--- src/design/jsu_pkg.sv ---
// Package for the JSON string unescape core.
// Holds the decode modes, character codes, burst type and byte helpers.
// No dependencies.
package jsu_pkg;

  // Most bytes one input byte can produce: 'u', three held digits, the byte.
  localparam int MaxResults = 5;
  localparam int CountW     = $clog2(MaxResults + 1);
  localparam int IdxW       = $clog2(MaxResults);
  localparam int HexDepth   = 3;

  // Decode modes
  localparam logic [2:0] MODE_NORMAL = 3'd0;
  localparam logic [2:0] MODE_ESC    = 3'd1;
  localparam logic [2:0] MODE_U0     = 3'd2;
  localparam logic [2:0] MODE_U3     = 3'd5;

  // Character codes
  localparam logic [7:0] CH_BSLASH   = 8'h5C;
  localparam logic [7:0] CH_U        = 8'h75;
  localparam logic [7:0] CH_QUESTION = 8'h3F;
  localparam logic [7:0] CH_B        = 8'h62;
  localparam logic [7:0] CH_F        = 8'h66;
  localparam logic [7:0] CH_N        = 8'h6E;
  localparam logic [7:0] CH_R        = 8'h72;
  localparam logic [7:0] CH_T        = 8'h74;
  localparam logic [7:0] CH_BS       = 8'h08;
  localparam logic [7:0] CH_FF       = 8'h0C;
  localparam logic [7:0] CH_LF       = 8'h0A;
  localparam logic [7:0] CH_CR       = 8'h0D;
  localparam logic [7:0] CH_TAB      = 8'h09;

  // Decoded bytes of one request, handed from decoder to output buffer
  typedef struct packed {
    logic [MaxResults-1:0][7:0] bytes;
    logic [CountW-1:0]          count;
    logic                       fin;
  } burst_t;

  function automatic logic is_hex(input logic [7:0] c);
    is_hex = (c >= 8'h30 && c <= 8'h39) || (c >= 8'h61 && c <= 8'h66) ||
             (c >= 8'h41 && c <= 8'h46);
  endfunction

  function automatic logic [7:0] map_escape(input logic [7:0] c);
    unique case (c)
      CH_B:    map_escape = CH_BS;
      CH_F:    map_escape = CH_FF;
      CH_N:    map_escape = CH_LF;
      CH_R:    map_escape = CH_CR;
      CH_T:    map_escape = CH_TAB;
      default: map_escape = c;
    endcase
  endfunction

endpackage

--- src/design/jsu_decode.sv ---
// Escape decoder: decode mode and held hex digits, plus the single-pass
// logic that turns one registered raw byte into a burst. Uses jsu_pkg.
module jsu_decode import jsu_pkg::*; (
  input  logic       clk,
  input  logic       rst,
  input  logic [7:0] c,
  input  logic       fin,
  input  logic       take,
  output burst_t     burst
);

  logic [2:0]               mode;
  logic [2:0]               mode_next;
  logic [HexDepth-1:0][7:0] hex_hold;
  logic                     hold_wr;
  logic [1:0]               held;
  logic                     normal_byte;
  logic                     hex;
  logic [CountW-1:0]        n;

  assign held = 2'((mode >= MODE_U3) ? 3'd3 : (mode - MODE_U0));
  assign hex  = is_hex(c);

  // Decode one byte against the current mode
  always_comb begin
    burst.bytes = '0;
    burst.fin   = fin;
    n           = '0;
    normal_byte = 1'b0;
    hold_wr     = 1'b0;
    mode_next   = MODE_NORMAL;
    if (mode == MODE_NORMAL) begin
      normal_byte = 1'b1;
    end else if (mode == MODE_ESC) begin
      if (c == CH_U && !fin) begin
        mode_next = MODE_U0;
      end else begin
        burst.bytes[0] = map_escape(c);
        n              = CountW'(1);
      end
    end else begin
      if (hex && held == 2'd3) begin
        burst.bytes[0] = CH_QUESTION;
        n              = CountW'(1);
      end else if (hex && !fin) begin
        hold_wr   = 1'b1;
        mode_next = mode + 3'd1;
      end else begin
        // Broken unicode escape: 'u', the held digits, then the byte
        burst.bytes[0] = CH_U;
        for (int k = 1; k <= HexDepth; k++) begin
          burst.bytes[k] = (k - 1 < int'(held)) ? hex_hold[k-1] : c;
        end
        burst.bytes[MaxResults-1] = c;
        n           = CountW'(held) + CountW'(1);
        normal_byte = 1'b1;
      end
    end
    if (normal_byte) begin
      if (c == CH_BSLASH && !fin) begin
        mode_next = MODE_ESC;
      end else begin
        if (mode == MODE_NORMAL) begin
          burst.bytes[0] = c;
        end
        n = n + CountW'(1);
      end
    end
    if (fin) begin
      mode_next = MODE_NORMAL;
    end
    burst.count = n;
  end

  // Advance mode when the byte is taken
  always_ff @(posedge clk) begin
    if (rst) begin
      mode <= MODE_NORMAL;
    end else if (take) begin
      mode <= mode_next;
    end
  end

  // Hold hex digits
  always_ff @(posedge clk) begin
    if (take && hold_wr) begin
      hex_hold[held] <= c;
    end
  end

endmodule

--- src/design/jsu_burst.sv ---
// Result buffer: holds one decoded burst and drains it one byte per cycle
// onto the output channel while out_stall is low. Uses jsu_pkg.
module jsu_burst import jsu_pkg::*; (
  input  logic       clk,
  input  logic       rst,
  input  burst_t     burst,
  input  logic       load,
  output logic       loadable,
  output logic       out_valid,
  input  logic       out_stall,
  output logic [7:0] decoded_byte,
  output logic       run_end,
  output logic       string_end
);

  burst_t          buffer;
  logic            full;
  logic [IdxW-1:0] idx;
  logic            pop;

  assign out_valid    = full;
  assign decoded_byte = buffer.bytes[idx];
  assign run_end      = (CountW'(idx) + CountW'(1)) == buffer.count;
  assign string_end   = run_end && buffer.fin;
  assign pop          = full && !out_stall;
  assign loadable     = !full || (pop && run_end);

  // Track occupancy and drain position
  always_ff @(posedge clk) begin
    if (rst) begin
      full <= 1'b0;
      idx  <= '0;
    end else if (load) begin
      full <= 1'b1;
      idx  <= '0;
    end else if (pop) begin
      if (run_end) begin
        full <= 1'b0;
      end
      idx <= idx + IdxW'(1);
    end
  end

  // Capture burst payload
  always_ff @(posedge clk) begin
    if (load) begin
      buffer <= burst;
    end
  end

endmodule

--- src/design/json_string_unescape_core.sv ---
// Top level of the JSON string unescape core.
// Instantiates jsu_decode and jsu_burst; uses jsu_pkg.
//
//   channel   handshake              payload
//   in        in_valid / in_stall    raw_byte, final_byte
//   out       out_valid / out_stall  decoded_byte, run_end, string_end
//
// One raw byte is taken per cycle unless in_stall is set. A request is held in
// the input register, decoded there and moved into the result buffer, which
// sends one decoded byte per cycle unless out_stall is set; the next request
// waits until the last byte is sent. Requests with no result never wait on the
// output. Reset returns the decoder to normal mode and empties both registers.
module json_string_unescape_core import jsu_pkg::*; (
  input  logic       clk,
  input  logic       rst,
  input  logic       in_valid,
  output logic       in_stall,
  input  logic [7:0] raw_byte,
  input  logic       final_byte,
  output logic       out_valid,
  input  logic       out_stall,
  output logic [7:0] decoded_byte,
  output logic       run_end,
  output logic       string_end
);

  logic       in_full;
  logic [7:0] in_byte;
  logic       in_fin;
  logic       take;
  logic       load;
  logic       loadable;
  burst_t     burst;

  // Take the held request when it makes no bytes or the buffer frees up
  assign take     = in_full && (burst.count == '0 || loadable);
  assign load     = take && burst.count != '0;
  assign in_stall = in_full && !take;

  // Input register
  always_ff @(posedge clk) begin
    if (rst) begin
      in_full <= 1'b0;
    end else begin
      in_full <= (in_valid && !in_stall) || in_stall;
    end
  end

  always_ff @(posedge clk) begin
    if (in_valid && !in_stall) begin
      in_byte <= raw_byte;
      in_fin  <= final_byte;
    end
  end

  jsu_decode u_decode (
    .clk   (clk),
    .rst   (rst),
    .c     (in_byte),
    .fin   (in_fin),
    .take  (take),
    .burst (burst)
  );

  jsu_burst u_burst (
    .clk          (clk),
    .rst          (rst),
    .burst        (burst),
    .load         (load),
    .loadable     (loadable),
    .out_valid    (out_valid),
    .out_stall    (out_stall),
    .decoded_byte (decoded_byte),
    .run_end      (run_end),
    .string_end   (string_end)
  );

endmodule

--- config.mk ---
export PLATFORM = sky130hd
export DESIGN_NAME = json_string_unescape_core
export DESIGN_NICKNAME = d
export VERILOG_FILES = /design/src/design/jsu_pkg.sv /design/src/design/jsu_decode.sv /design/src/design/jsu_burst.sv /design/src/design/json_string_unescape_core.sv
export SDC_FILE = /design/constraint.sdc
export NUM_CORES = 1
export LEC_CHECK = 0
export BUFFER_PORTS_ARGS = -buffer_cell sky130_fd_sc_hd__buf_2
export CAP_MARGIN = 20
export CORE_MARGIN = 1
export CORE_UTILIZATION = 50
export DETAILED_ROUTE_END_ITERATION = 16
export PLACE_DENSITY_LB_ADDON = 0.05
export SLEW_MARGIN = 25
export SYNTH_ARGS = -nofsm -noshare
export SYNTH_HDL_FRONTEND = slang
export SYNTH_SLANG_ARGS = --single-unit
--- constraint.sdc ---
create_clock -name clk -period 11.6 [get_ports clk]
set_input_delay 0.58 -clock clk [delete_from_list [all_inputs] [get_ports clk]]
set_output_delay 0.58 -clock clk [all_outputs]
set_load 0.01 [all_outputs]
; Word level (Yosys, flattened, before mapping)
; Index checks and enable logic that the tools add are counted.
[word_totals]
out_inout_bits = 12
register_bits = 85
word_cells = 122
in_bits = 13
[op_classes]
magnitude_cmp = 13
eq_ne = 10
n_mux = 44
reduce_logical = 34
addsub = 5
[op_table]
columns = operator, n
row1 = 2-to-1 mux 8 bit, 12
row2 = == test 8 x 7 -> 1 bit (second input constant), 7
row3 = 2-to-1 mux 40 bit, 1
row4 = one-hot mux 8 bit (5 select lines), 1
row5 = 2-to-1 mux 3 bit, 13
row6 = binary-select mux 8 bit (select 3 bit), 1
row7 = bitwise mux 24 bit, 1
row8 = demux 8 bit (select 2 bit), 1
row9 = >= comparator 8 x 7 -> 1 bit (second input constant), 2
row10 = <= comparator 8 x 7 -> 1 bit (second input constant), 2
row11 = logical AND 1 bit, 16
row12 = 2-to-1 mux 1 bit, 12
row13 = adder 3 x 1 -> 3 bit (second input constant), 3
row14 = >= comparator 8 x 6 -> 1 bit (second input constant), 1
row15 = <= comparator 8 x 6 -> 1 bit (second input constant), 1
row16 = logical NOT 3 bit, 2
row17 = logical NOT 1 bit, 5
row18 = logical OR 1 bit, 5
row19 = less-than comparator 1 x 2 -> 1 bit (first input constant), 2
row20 = less-than comparator 3 x 4 -> 1 bit (second input constant), 1
row21 = 2-to-1 mux 2 bit, 2
row22 = nonzero test 2 bit, 2
row23 = OR reduction 4 bit, 1
row24 = adder 2 x 1 -> 3 bit (second input constant), 1
row25 = 11 further kinds, 11

; Depth between registers and ports, before layout
; Gate-level depths: netlist of run 1.
[depth]
ltp_word = 20
ltp_mapped = 14

; By module
; Synthesis of run 1 repeated with hierarchy kept, for this count alone.
[hier_totals]
cells_unflattened = 356
hier_area_um2 = 4319.1
[modules_own_cells]
columns = module, instances, cells_per_inst, area_per_inst_um2
row1 = jsu_decode, 1, 236, 2057.0
row2 = jsu_burst, 1, 101, 1899.3
row3 = json_string_unescape_core, 1, 19, 362.8

; Least setup slack after synthesis of run 1
; OpenSTA, ideal clock, no wires.
[synth_timing]
path_type = register to register
from = register u_decode.mode[1]
to = register u_burst.buffer[0] in the netlist's numbering (enable)
path_stages_with_launch = 13
t_arrival_ps = 3810
n_path_buf = 1
setup_slack_ps = 7370
period_less_slack_ps = 4230
path_cell_list = dfxtp_1 > clkbuf_1 > inv_1 > ha_1 > or2_2 > a21oi_1 > ha_1 > nor2_1 > ha_1 > nand2_1 > o21bai_1 > and3b_2 > a21oi_2
[synth_via]
elab_chain_len = 14
[synth_lines]
columns = item, line
row1 = from (decl), jsu_decode.sv:12  ; logic [2:0] mode;
row2 = from (signal assigned), jsu_decode.sv:80  ; mode <= mode_next;
row3 = >= comparator 3 bit or subtractor 2 bit (tied branches), jsu_decode.sv:21  ; assign held = 2'((mode >= MODE_U3) ? 3'd3 : (mode - MODE_U0));
row4 = 2-to-1 mux 2 bit, jsu_decode.sv:21
row5 = adder 2 x 1 -> 3 bit or == test 2 bit (tied branches), "jsu_decode.sv:55, jsu_decode.sv:42"
row6 = 2-to-1 mux 3 bit or logical AND 1 bit (tied branches), "jsu_decode.sv:45, jsu_decode.sv:42"
row7 = 2-to-1 mux 3 bit, jsu_decode.sv:42  ; if (hex && held == 2'd3) begin
row8 = 2-to-1 mux 3 bit, jsu_decode.sv:34  ; end else if (mode == MODE_ESC) begin
row9 = 2-to-1 mux 3 bit, jsu_decode.sv:32  ; if (mode == MODE_NORMAL) begin
row10 = adder 3 x 1 -> 3 bit, jsu_decode.sv:66  ; n = n + CountW'(1);
row11 = 2-to-1 mux 3 bit, jsu_decode.sv:60  ; if (c == CH_BSLASH && !fin) begin
row12 = 2-to-1 mux 3 bit (*), jsu_decode.sv:59  ; if (normal_byte) begin
row13 = logical NOT 3 bit, json_string_unescape_core.sv:36  ; assign take = in_full && (burst.count == '0 || loadable);
row14 = logical OR 1 bit, json_string_unescape_core.sv:36
row15 = logical AND 1 bit, json_string_unescape_core.sv:36
row16 = logical AND 1 bit (*), json_string_unescape_core.sv:37  ; assign load = take && burst.count != '0;
row17 = via load, json_string_unescape_core.sv:31  ; logic load;
row18 = to (signal assigned), jsu_burst.sv:47  ; buffer <= burst;
row19 = to (decl), jsu_burst.sv:16  ; burst_t buffer;
; Mark *: on every way through the listed nets, which the timed path passes. The rest lies on a longest branch.
; A chain may end at the register's enable or synchronous reset.

==> results of run 1 <==
## per-stage QoR
| stage | total power (uW) | util (%) |
|---|---|---|
| after global placement | 397 | 54.6 |
| after detailed placement | 397 | 54.6 |
| final | 622 | 57.3 |
| after CTS | 626 | 57.3 |
| after global routing | 642 | 57.3 |
| after floorplan | 382 | - |
## worst max-delay path, cell delays in order, from the launching register on
cell      delay, ns
dfxtp_1        0.55
inv_1          0.17
ha_1           0.26
or2_2          0.30
a21oi_1        0.33
ha_1           0.32
nor2_1         0.13
ha_1           0.24
mux2i_1        0.13
a21oi_1        0.08
nand3b_4       0.20
o211ai_1       0.25
inv_1          0.06
buf_2          0.14
## path summary, 6_finish.rpt
path	endpoint	slack [ns]	depth (start not counted)
max	in_stall	7.53	13
min	in_byte[0]	0.40	1
max reg2reg	in_byte[1]	7.63	12
min reg2reg	u_decode.hex_hold[3]	0.58	1
## state kept, by name (all words and copies together), names as in the netlist
| register | count |
|---|---|
| u_burst.buffer | 44 |
| u_decode.hex_hold | 24 |
| in_byte | 8 |
| u_burst.idx | 3 |
| u_decode.mode | 3 |
| in_fin | 1 |
| in_full | 1 |
| u_burst.out_valid | 1 |
## cell type report
type	count	area, sq um	share of cell area (%)
sequential	85	2470	52.0
clock inverter	7	98.8	2.08
multi-input combinational	270	1720	36.1
clock buffer	9	124	2.61
timing repair buffer	29	158	3.32
tap	105	131	2.76
inverter	14	52.6	1.11
## cell usage after synthesis (2+ instances only)
| library cell | number | share of area (%) |
|---|---|---|
| o21ai_0 | 8 | 0.93 |
| o21ai_1 | 3 | 0.35 |
| dfxtp_1 | 8 | 3.7 |
| mux2i_1 | 20 | 4.6 |
| ha_1 | 8 | 2.3 |
| buf_2 | 4 | 0.46 |
| o22ai_1 | 9 | 1.3 |
| and2_1 | 19 | 2.8 |
| o21bai_1 | 2 | 0.35 |
| nor3_1 | 7 | 0.81 |
| o21a_1 | 2 | 0.35 |
| xnor2_1 | 4 | 0.81 |
| edfxtp_1 | 77 | 54 |
| nand3_1 | 5 | 0.58 |
| o211ai_1 | 2 | 0.35 |
| a21oi_2 | 2 | 0.41 |
| nand3b_1 | 2 | 0.35 |
| nor2_1 | 25 | 2.2 |
| nand2_1 | 58 | 5.0 |
| inv_1 | 12 | 1.0 |
| o31ai_1 | 2 | 0.35 |
| mux2_2 | 8 | 2.1 |
| a211oi_1 | 2 | 0.35 |
| or4b_1 | 2 | 0.46 |
| nand4_1 | 3 | 0.43 |
| buf_1 | 6 | 0.52 |
| a21o_1 | 2 | 0.35 |
| nor2b_1 | 4 | 0.58 |
| a21oi_1 | 36 | 4.2 |
| xor2_1 | 3 | 0.61 |
| a31oi_1 | 2 | 0.29 |
| nand2b_1 | 7 | 1.0 |
| clkbuf_1 | 12 | 1.0 |
## layer usage
metal	GRT usage [%]	share of wire [%]
met1	32.8	47
met2	35.4	46
met3	4.27	5.5
met4	7.32	1.3
met5	0	0
## power by group through the flow
| stage | sequential [uW] | combinational [uW] | clock [uW] |
|---|---|---|---|
| after floorplan | 354 | 28.3 | 0 |
| after global placement | 360 | 37.0 | 0 |
| after detailed placement | 360 | 37.3 | 0 |
| after CTS | 353 | 37.6 | 235 |
| after global routing | 354 | 41.5 | 246 |
| final | 353 | 37.1 | 232 |
## cell families (layout without fill, tap and decap cells)
logic type / after synthesis / after routing
buffers and inverters: 36 / 59
adder cells (fa/ha/maj): 8 / 8
AND/OR/NAND/NOR: 141 / 141
flip-flops: 85 / 85
XOR/XNOR: 8 / 8
multiplexers: 28 / 28
AO/OA/AOI/OAI: 85 / 85
==> impl_metrics.toml, run 1 <==
[yosys]
synthFlopType = "edfxtp_1"
muxShareOfSynthArea_pct = 6.72
synth_seq_cells = 85
ys_async_sr_fraction_pct = 0
netlist_instances = 391
synth_adder_area_share_pct = 2.32
synthSimpleGateAreaFrac_pct = 16.1
synth-edff-count = 77
synth_top_family_by_area = "simple AND/OR/NAND/NOR gates"
syn_area_sq_um = 4320
synth.avg_cell_area_sq_um = 11.0
yosysSeqAreaShare_pct = 57.3
synth_cell_types = 58
synthXorXnorAreaFrac_pct = 1.80
synth_warnings = 0
synth_fp_nets = 412
synth_compound_area_share_pct = 12.5

[hold_path]
hp-class = "in2reg"
hold_start = "raw_byte[0]"

[clock_tree]
cts-root-buf = "clkbuf_8"
cts_sinks = 85
cts_buffer_depth = 2
h-tree-depth = 3
clk_pin_slew_worst_paths_ns = 0.09
cts_resized = 0
holdBufCountCts = 0
cts_tree = "built"
cts_buffers = 9
worstSkewPairLatency_ns = 0.35
cts_setup_buffers = 0

[sta]
tns_ns = 0
fin_crit_sh_pct = 35.1
rsz0062_at_grt = "no"
max_freq_mhz = 246
slew_viol_final = 0
tightestPinTransition_ns = 0.883
min_period_ns = 4.07
clock_skew_ns = 0.00854
timing.final.ws_setup_ns = 7.53
slew_headroom_pct = 39.4
holdWs_ns = 0.397
hold_violations = 0
setup_viol = 0

[worst_setup_path]
cp_data_required_time_ns = 11.02
crit_start = "u_decode.mode[1]"
timing.rr.start = "u_decode.mode[1]"
cp_max_fo = 12
startpoint_type = "flip-flop"
worst_setup_path_end_kind = "primary output"
cp.arrival_ns = 3.49
path_class = "reg2out"

[pwr]
swShare_pct = 22.8
clkPwrFrac_pct = 37.3
leakage_uw = 0.00172
power_frac_comb_pct = 6.0
power.density_nw_per_um2 = 131
seqPwrFrac_pct = 56.8
power.switching_uw = 142
ir_drop_mv = 0.0807
cellInternalPower_uw = 480

[die]
die_y_um = 94.9
start_util_pct = 52.0
io_pins = 25
rows = 33
dieWidth_um = 94.9
die_area_sq_um = 9010
core_area_sq_um = 8300

[placement]
gp_congestion = 0.886
placed_area_sq_um = 4530
placedCellCount = 503
portBuffers = 24
dpl.hpwl_um = 6700
dp_slack_ns = 7.60

[drt]
drc = 0
vias_per_cell = 5.65
avgRoutedWirePerCell_um = 18.4
final_antenna_net_count = 0
drt-initial-drc-count = 179
drtPass1Iterations = 5
via_count = 2933
wl_um = 9570

[finish]
nets = 430
drive_above_1_share_pct = 15.7
stdcell_count = 519
finalInstanceArea_sq_um = 4750
final_common_cell = "edfxtp_1"
nFillCells = 707
layout_common_cells = "edfxtp_1, nand2_1, a21oi_1"
num_antenna_cells = 0
area_growth_pct = 10.1

[global_routing]
grtUsageTotal_pct = 23.0
grt_pass1_wl_um = 14900
first_global_vias = 2809
grt_overflow = 0
antenna_found_initial = 0
grt_max_degree = 48

[run_status]
outcome = "finished, final reports clean"

[job]
max-cap-violations = 0
(Power assumes the default switching activity.)
==> run 2, diff against run 1 <==
Clock period 11.6 ns to 3.9 ns, I/O delays scaled along.
==> impl_metrics.toml, run 2 (synthesized netlist as in run 1, its figures left out) <==
[run_status]
outcome = "finished, final reports clean"

[worst_setup_path]
regToRegSetupSlack_ns = 0.49
crit_top_cell = "ha_1"
r2r-end = "u_burst.buffer[27]"
cp_top_family = "adder cells"
path_class = "reg2out"
startpoint_type = "flip-flop"
slowest_delay_ns = 0.45
cp_cell_sequence = "inv_1 > ha_1 > or2_2 > a21oi_1 > ha_1 > nor2_1 > ha_1 > mux2i_1 > a21oi_1 > nand3b_4 > o211ai_1 > inv_1 > buf_2"
worst_setup_path_end_kind = "primary output"
path_depth = 13
r2r_cells = 10
cp_max_fo = 12
cp.arrival_ns = 3.31
endpoint = "in_stall"
slowest_stage = "dfxtp_2"
path_buf_inv = 3
cp_data_required_time_ns = 3.70
crit_start = "u_decode.mode[1]"
timing.rr.start = "in_byte[2]"

[pwr]
leakage_uw = 0.00176
power.density_nw_per_um2 = 364
ir_drop_mv = 0.286
power.total_uw = 1760

[finish]
final_common_cell = "edfxtp_1"
nets = 442
top_regs = "u_burst.buffer: 44 flops, u_decode.hex_hold: 24 flops, in_byte: 8 flops"
stdcell_count = 531
area_growth_pct = 12.1
layout_common_cells = "edfxtp_1, nand2_1, a21oi_1"
num_antenna_cells = 0
largest_reg_flops = 44
finalInstanceArea_sq_um = 4840
max_flop_register = "u_burst.buffer"
drive_above_1_share_pct = 17.8

[sta]
min_period_ns = 3.50
fin_crit_sh_pct = 89.8
holdWs_ns = 0.0185
setup_viol = 0
tns_ns = 0
tightestPinTransition_ns = 0.762
hold_violations = 0
slew_headroom_pct = 48.8
max_freq_mhz = 285
rsz0062_at_grt = "no"
slew_viol_final = 0
clock_skew_ns = 0.0106

[clock_tree]
cts_buffer_depth = 2
cts_sinks = 85
worstSkewPairLatency_ns = 0.35
h-tree-depth = 3
cts_tree = "built"
cts-root-buf = "clkbuf_8"
cts_buffers = 9
clk_pin_slew_worst_paths_ns = 0.08
cts_setup_buffers = 0

[drt]
drc = 0
drt-initial-drc-count = 242
vias_per_cell = 5.59
avgRoutedWirePerCell_um = 18.3
via_count = 2969
drtPass1Iterations = 4
wl_um = 9710
final_antenna_net_count = 0

[placement]
placed_area_sq_um = 4600
placedCellCount = 511
gp_congestion = 0.967
dpl.hpwl_um = 6890
portBuffers = 24

[global_routing]
grtUsageTotal_pct = 23.9
antenna_found_initial = 0
grt_max_degree = 48
grt_overflow = 0
first_global_vias = 2851
grt_pass1_wl_um = 15600

[die]
die_area_sq_um = 9010
rows = 33
dieWidth_um = 94.9
die_y_um = 94.9
io_pins = 25
start_util_pct = 52.0
core_area_sq_um = 8300

[job]
max-cap-violations = 0

[hold_path]
hp-class = "in2reg"
## run 2: changes by cell type in the layout (fill, tap and decap cells not counted), moves of 2 or more
cell / delta
dlygate4sd3_1: +4
buf_4: +7
clkbuf_8: +2
bufinv_16: -2
## run 2: what timing repair did
| action | 4_1_cts | 5_1_grt |
|---|---|---|
| hold endpoints to repair | 0 | 4 |
| setup endpoints to repair | 0 | 1 |
| hold buffers | 0 | 4 |
| gates resized for setup | 0 | 1 |
## run 2: cell type report
cell class                      instances  area [sq um]
Clock buffer                           11           151
Clock inverter                          5          42.5
Fill cell                             717          3460
Inverter                               14          52.6
Multi-Input combinational cell        270          1720
Sequential cell                        85          2470
Tap cell                              105           131
Timing Repair Buffer                   41           270
## run 2: layer usage
layer  GRT usage [%]  part of all wire (%)  vias up
met5               0                     0        -
met4            6.57                   1.1        0
li1                -                     -     1465
met2            37.4                    47       76
met1            33.7                    47     1420
met3            5.15                   5.0        8
## run 2: how the worst min path moves through the flow
stage,depth (start not counted),slack (ns),end,start
6_report,1,0.02,in_byte[7],raw_byte[7]
5_1_grt,1,0.004,in_byte[7],raw_byte[7]
4_1_cts,1,0.001,in_byte[4],raw_byte[4]
3_5_place_dp,1,0.37,in_byte[1],raw_byte[1]
3_3_place_gp,1,0.37,in_byte[3],raw_byte[3]
2_1_floorplan,0,0.29,in_byte[0],raw_byte[0]
## run 2: through the flow
step	util (%)	worst slack, ns
final	58.3	0.397
after CTS	57.8	0.248
after detailed placement	55.5	0.380
after global routing	58.3	0.132
after floorplan	-	0.151
after global placement	55.4	0.477
## run 2: worst reg2reg max path, stage by stage (launching register included)
cell and delay (ns):
edfxtp_1 0.60, or3b_1 0.40, or4_1 0.57, nand2_1 0.16
o21ai_2 0.10, ha_1 0.29, mux2i_1 0.06, a21oi_1 0.20
and3b_2 0.27, a21oi_4 0.17, buf_12 0.26
## run 2: where the power goes
part | switching, uW | internal, uW
clock | 322 | 272
sequential | 22.6 | 1020
combinational | 76.1 | 50.8
